File: src/rtl/core/skr_pkg.sv
// ----------------------------------------------------------------------------
// skr_pkg
// constants and helpers shared by the seed/key shift register cells and top
// ----------------------------------------------------------------------------
package skr_pkg;

  localparam int unsigned KEY_W       = 24;
  localparam int unsigned CHAL_W      = 64;
  localparam int unsigned LEVEL_W     = 8;
  localparam int unsigned HI_BYTES_W  = 40;

  typedef logic [KEY_W-1:0]   key_t;
  typedef logic [CHAL_W-1:0]  chal_t;
  typedef logic [LEVEL_W-1:0] level_t;

  localparam key_t KEY_INIT = 24'hC541A9;
  localparam key_t KEY_TAPS = 24'h109028;

  // access levels that replace challenge bytes 3..7
  localparam level_t LEVEL_A = 8'h01;
  localparam level_t LEVEL_B = 8'h03;
  localparam level_t LEVEL_C = 8'h61;

  // bytes 7..3, most significant first
  localparam logic [HI_BYTES_W-1:0] HI_BYTES_A = 40'h6E61776F52;
  localparam logic [HI_BYTES_W-1:0] HI_BYTES_B = 40'h7241E4895A;
  localparam logic [HI_BYTES_W-1:0] HI_BYTES_C = 40'h3868045A4D;

  function automatic chal_t substitute_bytes(input level_t level, input chal_t chal);
    chal_t res;
    res = chal;
    case (level)
      LEVEL_A: res[CHAL_W-1:KEY_W] = HI_BYTES_A;
      LEVEL_B: res[CHAL_W-1:KEY_W] = HI_BYTES_B;
      LEVEL_C: res[CHAL_W-1:KEY_W] = HI_BYTES_C;
      default: res = chal;
    endcase
    return res;
  endfunction

  function automatic key_t permute_nibbles(input key_t r);
    key_t k;
    k[7:0]   = {r[11:8], r[7:4]};
    k[15:8]  = {r[15:12], r[23:20]};
    k[23:16] = {r[3:0], r[19:16]};
    return k;
  endfunction

endpackage

File: src/rtl/core/skr_cell.sv
// ----------------------------------------------------------------------------
// skr_cell
// one link of the chain: runs STEPS shift register steps and registers them
// ----------------------------------------------------------------------------
module skr_cell
  import skr_pkg::*;
#(
  parameter int unsigned STEPS = 8
) (
  input  logic  clk,
  input  logic  rst_n,
  input  logic  in_valid,
  output logic  in_ready,
  input  key_t  in_state,
  input  chal_t in_bits,
  output logic  out_valid,
  input  logic  out_ready,
  output key_t  out_state,
  output chal_t out_bits
);

  logic  valid_r;
  key_t  state_r;
  chal_t bits_r;
  key_t  state_nxt;
  chal_t bits_nxt;

  always_comb begin
    logic fb;
    state_nxt = in_state;
    for (int unsigned i = 0; i < STEPS; i++) begin
      fb = in_bits[i] ^ state_nxt[0];
      state_nxt = {fb, state_nxt[KEY_W-1:1]};
      if (fb) begin
        state_nxt = state_nxt ^ KEY_TAPS;
      end
    end
    bits_nxt = in_bits >> STEPS;
  end

  // a cell takes a new transaction when empty or when its own is moving on
  assign in_ready = !valid_r || out_ready;

  always_ff @(posedge clk) begin
    if (!rst_n) begin
      valid_r <= 1'b0;
    end else if (in_ready) begin
      valid_r <= in_valid;
    end
  end

  always_ff @(posedge clk) begin
    if (in_ready && in_valid) begin
      state_r <= state_nxt;
      bits_r  <= bits_nxt;
    end
  end

  assign out_valid = valid_r;
  assign out_state = state_r;
  assign out_bits  = bits_r;

endmodule

File: src/rtl/core/seed_key_shift_register.sv
// ----------------------------------------------------------------------------
// seed_key_shift_register
// 24-bit security-access key from an access level and a 64-bit challenge
// ----------------------------------------------------------------------------
// The 64 register steps are spread over a chain of 64/CELL_STEPS cells, each
// doing CELL_STEPS steps and holding its transaction in a register. A new
// transaction is accepted every cycle while in_ready is high, and each key
// passes through the register of every cell in the chain, in chain order.
// The last cell's register is the output register, so a stalled key only
// holds back the cells behind it and empty cells still fill. CELL_STEPS must
// divide 64.
// ----------------------------------------------------------------------------
module seed_key_shift_register
  import skr_pkg::*;
#(
  parameter int unsigned CELL_STEPS = 8
) (
  input  logic        clk,
  input  logic        rst_n,
  input  logic        in_valid,
  output logic        in_ready,
  input  logic [7:0]  in_access_level,
  input  logic [63:0] in_challenge,
  output logic        out_valid,
  input  logic        out_ready,
  output logic [23:0] out_key
);

  localparam int unsigned NUM_CELLS = CHAL_W / CELL_STEPS;

  logic  valid_c [0:NUM_CELLS];
  logic  ready_c [0:NUM_CELLS];
  key_t  state_c [0:NUM_CELLS];
  chal_t bits_c  [0:NUM_CELLS];

  assign valid_c[0] = in_valid;
  assign in_ready   = ready_c[0];
  assign state_c[0] = KEY_INIT;
  assign bits_c[0]  = substitute_bytes(in_access_level, in_challenge);

  for (genvar g = 0; g < NUM_CELLS; g++) begin : g_cell
    skr_cell #(
      .STEPS(CELL_STEPS)
    ) u_cell (
      .clk      (clk),
      .rst_n    (rst_n),
      .in_valid (valid_c[g]),
      .in_ready (ready_c[g]),
      .in_state (state_c[g]),
      .in_bits  (bits_c[g]),
      .out_valid(valid_c[g+1]),
      .out_ready(ready_c[g+1]),
      .out_state(state_c[g+1]),
      .out_bits (bits_c[g+1])
    );
  end

  assign ready_c[NUM_CELLS] = out_ready;
  assign out_valid          = valid_c[NUM_CELLS];
  assign out_key            = permute_nibbles(state_c[NUM_CELLS]);

endmodule
File: config.mk
export PLATFORM = sky130hd
export DESIGN_NAME = seed_key_shift_register
export DESIGN_NICKNAME = d
export VERILOG_FILES = /design/src/rtl/core/skr_pkg.sv /design/src/rtl/core/skr_cell.sv /design/src/rtl/core/seed_key_shift_register.sv
export SDC_FILE = /design/constraint.sdc
export NUM_CORES = 1
export LEC_CHECK = 0
export ABC_AREA = 1
export BUFFER_PORTS_ARGS = -buffer_cell sky130_fd_sc_hd__buf_2
export CORE_ASPECT_RATIO = 0.9
export CORE_MARGIN = 2
export CORE_UTILIZATION = 55
export CTS_CLUSTER_DIAMETER = 40
export CTS_CLUSTER_SIZE = 20
export DETAILED_ROUTE_END_ITERATION = 8
export PLACE_DENSITY_LB_ADDON = 0.08
export SYNTH_ARGS = -nofsm -noshare
export SYNTH_HDL_FRONTEND = slang
export SYNTH_SLANG_ARGS = --single-unit
File: constraint.sdc
create_clock -name clk -period 4.3 [get_ports clk]
set_input_delay 0.215 -clock clk [delete_from_list [all_inputs] [get_ports clk]]
set_output_delay 0.215 -clock clk [all_outputs]
set_load 0.05 [all_outputs]
==> summary.md <==
### Status
• outcome: finished clean

### Floorplan
• height of the die: 172.9 microns
• core region area: 0.03106 sq mm
• horizontal extent of the die: 191.7 microns
• standard-cell row count: 61
• I/O pin total: 102
• area of the die: 0.03315 sq mm
• starting utilization of the core area: 56.14%

### Place
• post-place setup slack: 2.053 ns
• RePlAce Congestion: 0.7688
• post-DP HPWL: 19,480 microns
• count of buffers from port buffering: 101

### Clock network
• master cell of the clock root buffer: sky130_fd_sc_hd__clkbuf_16
• post-CTS repair timing setup buffer count: 0
• Post-CTS Hold Fix Bufs: 58
• H-Tree Level Count: 2
• clock tree from TritonCTS: built
• number of gates resized after CTS: 0
• CTS clock-pin slew for the worst setup and hold paths: 0.07 ns
• Bufs on Longest Clock Path: 3
• CTS Buf Count: 48
• sink count of the clock tree: 420
• Clk Latency, worst-skew pair: 0.55 ns

### Timing
• Finish-stage setup viols: 0
• setup TNS: 0 ns
• unrepaired setup endpoints after global routing: false
• Final period util: 51.97%
• number of pins exceeding their max-slew limit in the final report: 0
• post-route worst setup slack: 2.065 ns
• Clock Skew: 0.02278 ns
• Max transition margin: 18.87%
• Max Clk Rate: 447.5 MHz
• final hold vios: 0
• Tmin final: 2.235 ns
• pin slew with the least headroom to its limit: 1.216 ns

### Route
• post-detailed-routing wire length: 28,510 microns
• routed via count: 8,975
• post-detailed-route DRC marker count: 0
• number of antenna-violating nets in the routed design: 0
• vias per inst: 4.817
• first-pass iteration count of the detailed router: 7
• Detailed Route Iter0 Violations: 637
• WL/cell: 15.30 microns

### Final layout
• ant diodes: 0
• fraction of final layout cells sized beyond drive strength 1: 19.05%
• Final Util: 66.96%
• number of fill cells: 2,203
• number of nets in the final layout: 1,492
• Syn-to-layout area delta: 19.27%

### Synthesis
• mean area per synthesized cell: 14.50 sq um
• post-synthesis cell count: 1,203
• Seq cells post-synth: 420
• complex-gate fraction of the synthesized area: 0.2009%
• dominant combinational cell family by area after synthesis: XOR/XNOR gates
• xor/xnor cell area share of the yosys netlist: 15.55%
• share of synthesized area spent on multiplexers: 0%
• distinct cell type count after synthesis: 28
• synthesized area: 0.01744 sq mm
• sequential area share after synthesis: 71.87%
• post-synthesis simple-gate area fraction: 9.995%
• Post-Syn Nets: 1,279
• warnings from Yosys: 0
• adder-cell share of the synthesized area: 0%

### Critical path
• Worst EP required: 4.45 ns
• critical path data arrival time: 2.39 ns
• Critical Setup Path Class: in -> reg
• kind of end point of the critical path: flip-flop
• CP max FO: 71
• element type at the critical path start: primary input

### Pwr
• clock network fraction of design power: 42.8%
• internal power: 0.007478 W
• combinational group share of total power: 8.4%
• power density over cell area: 474.3 mW/mm^2
• IR drop worst, VDD: 0.3596 mV
• proportion of total power due to net switching: 24.19%
• proportion of power drawn by flip-flops and latches: 48.8%
• switching power total: 0.002387 W
• static power due to leakage: 8.135 nW

### Global routing
• via count of the first global-routing pass: 8,837
• largest net degree at the start of global routing: 73
• GRT Util Overall: 18.02%
• global-route wire length before repair: 46,170 microns
• grt ovf: 0
• number of antenna violations at the first check in global routing: 0

### Job
• Max-Cap Viols: 0

### Worst hold path
• Tightest Hold Check Type: in -> reg

-- logic make-up after synthesis --
group,count (synthesis)
AO/OA/AOI/OAI,7
XOR/XNOR,284
buffers and inverters,109
flip-flops,420
AND/OR/NAND/NOR,383
-- cell usage after synthesis --
| cell | count | area (sq um) |
|---|---|---|
| sky130_fd_sc_hd__or2_2 | 6 | 37.54 |
| sky130_fd_sc_hd__dfxtp_1 | 8 | 160.2 |
| sky130_fd_sc_hd__or2_1 | 13 | 81.33 |
| sky130_fd_sc_hd__nand2_1 | 249 | 934.7 |
| sky130_fd_sc_hd__xor2_2 | 8 | 130.1 |
| sky130_fd_sc_hd__xnor2_2 | 7 | 113.9 |
| sky130_fd_sc_hd__nand2_2 | 25 | 156.4 |
| sky130_fd_sc_hd__nor3_1 | 1 | 5.000 |
| sky130_fd_sc_hd__xnor2_1 | 102 | 893.4 |
| sky130_fd_sc_hd__nor2_2 | 5 | 31.28 |
| sky130_fd_sc_hd__inv_1 | 98 | 367.9 |
| sky130_fd_sc_hd__nand3_1 | 21 | 105.1 |
| sky130_fd_sc_hd__xor2_4 | 2 | 55.05 |
| sky130_fd_sc_hd__nand3b_1 | 11 | 82.58 |
| sky130_fd_sc_hd__clkbuf_1 | 2 | 7.510 |
| sky130_fd_sc_hd__edfxtp_1 | 412 | 12370 |
| sky130_fd_sc_hd__buf_4 | 2 | 15.01 |
| sky130_fd_sc_hd__nand2b_1 | 1 | 6.260 |
| sky130_fd_sc_hd__nor3_2 | 1 | 10.01 |
| sky130_fd_sc_hd__nand4_1 | 3 | 18.77 |
| sky130_fd_sc_hd__a21oi_1 | 7 | 35.03 |
| sky130_fd_sc_hd__nand2_4 | 5 | 56.30 |
| sky130_fd_sc_hd__xnor2_4 | 1 | 27.53 |
| sky130_fd_sc_hd__nor2_1 | 34 | 127.6 |
| sky130_fd_sc_hd__nor2_4 | 8 | 90.09 |
| sky130_fd_sc_hd__xnor3_1 | 4 | 90.09 |
| sky130_fd_sc_hd__inv_2 | 7 | 26.28 |
| sky130_fd_sc_hd__xor2_1 | 160 | 1401 |
-- path summary, 6_finish.rpt --
| kind | to | cells past startpoint | start | slack, ns |
|---|---|---|---|---|
| setup / recovery | g_cell[0].u_cell.out_bits[42] | 9 | out_ready | 2.07 |
| hold / removal | g_cell[0].u_cell.out_state[6] | 2 | in_challenge[1] | 0.04 |
| hold reg to reg | g_cell[3].u_cell.out_bits[14] | 0 | g_cell[2].u_cell.out_bits[22] | 0.41 |
| setup reg to reg | g_cell[0].u_cell.out_bits[42] | 6 | g_cell[7].u_cell.out_valid | 2.09 |
-- through the flow --
stage	hold WS, ns	area [sq um]	total power [W]	cells
after floorplan	0.3139	17440	0.005457	1203
after global placement	0.3914	18520	0.005670	1717
after detailed placement	0.3931	18520	0.005689	1717
after CTS	0.01433	20800	0.009960	1863
after global routing	0.04255	20800	0.01023	1863
final	0.03696	20800	0.009864	1863
-- metal layers --
layer	vias up	wire length [microns]	GRT usage, %	share of wire (%)
met3	41	1533	3.247	5.4
met2	220	12160	25.90	43
met5	-	0	0	0
met4	0	496	4.583	1.7
li1	4456	-	-	-
met1	4258	14320	28.55	50
-- state kept, by name, summed over array words and instances (netlist names) --
| register | count |
|---|---|
| g_cell.u_cell.out_valid | 8 |
| g_cell.u_cell.out_bits | 224 |
| g_cell.u_cell.out_state | 188 |
-- critical path, cell delays in order --
cell	delay, ns
sky130_fd_sc_hd__dlygate4sd3_1	0.53
sky130_fd_sc_hd__buf_2	0.12
sky130_fd_sc_hd__inv_1	0.07
sky130_fd_sc_hd__nand4_1	0.17
sky130_fd_sc_hd__nor3_2	0.37
sky130_fd_sc_hd__nand4_1	0.24
sky130_fd_sc_hd__inv_1	0.15
sky130_fd_sc_hd__nor2_4	0.07
sky130_fd_sc_hd__buf_4	0.33
-- area by class of cell --
cell class | count | area [sq um] | share of cell area, %
well taps | 409 | 511.7 | 2.460
inverters | 105 | 394.1 | 1.895
flip-flops and latches | 420 | 12530 | 60.25
repair buffers | 167 | 1146 | 5.510
clock inverters | 38 | 470.5 | 2.262
multi-input cells | 674 | 4514 | 21.70
clock buffers | 50 | 1230 | 5.913
-- cells in the final DEF (no fill, tap or decap), drive strengths merged --
cell type and count:
nor3 2, dlygate4sd3 58, xnor2 110, xnor3 4
or2 19, bufinv 3, nand4 3, clkinvlp 3
clkinv 11, nand2b 1, xor2 170, buf 109
nand2 279, nand3 21, clkbuf 50, dfxtp 8
a21oi 7, edfxtp 412, nor2 47, inv 126
nand3b 11
-- power groups by stage --
stage	clock network, W	registers (W)	logic (W)
finish	0.00422	0.00482	0.000826
global route	0.00448	0.00483	0.000925
CTS	0.00431	0.00482	0.000830
detailed placement	0	0.00491	0.000783
global placement	0	0.00490	0.000770
floorplan	0	0.00489	0.000570
No activity file was read; power rests on OpenSTA's default activity.
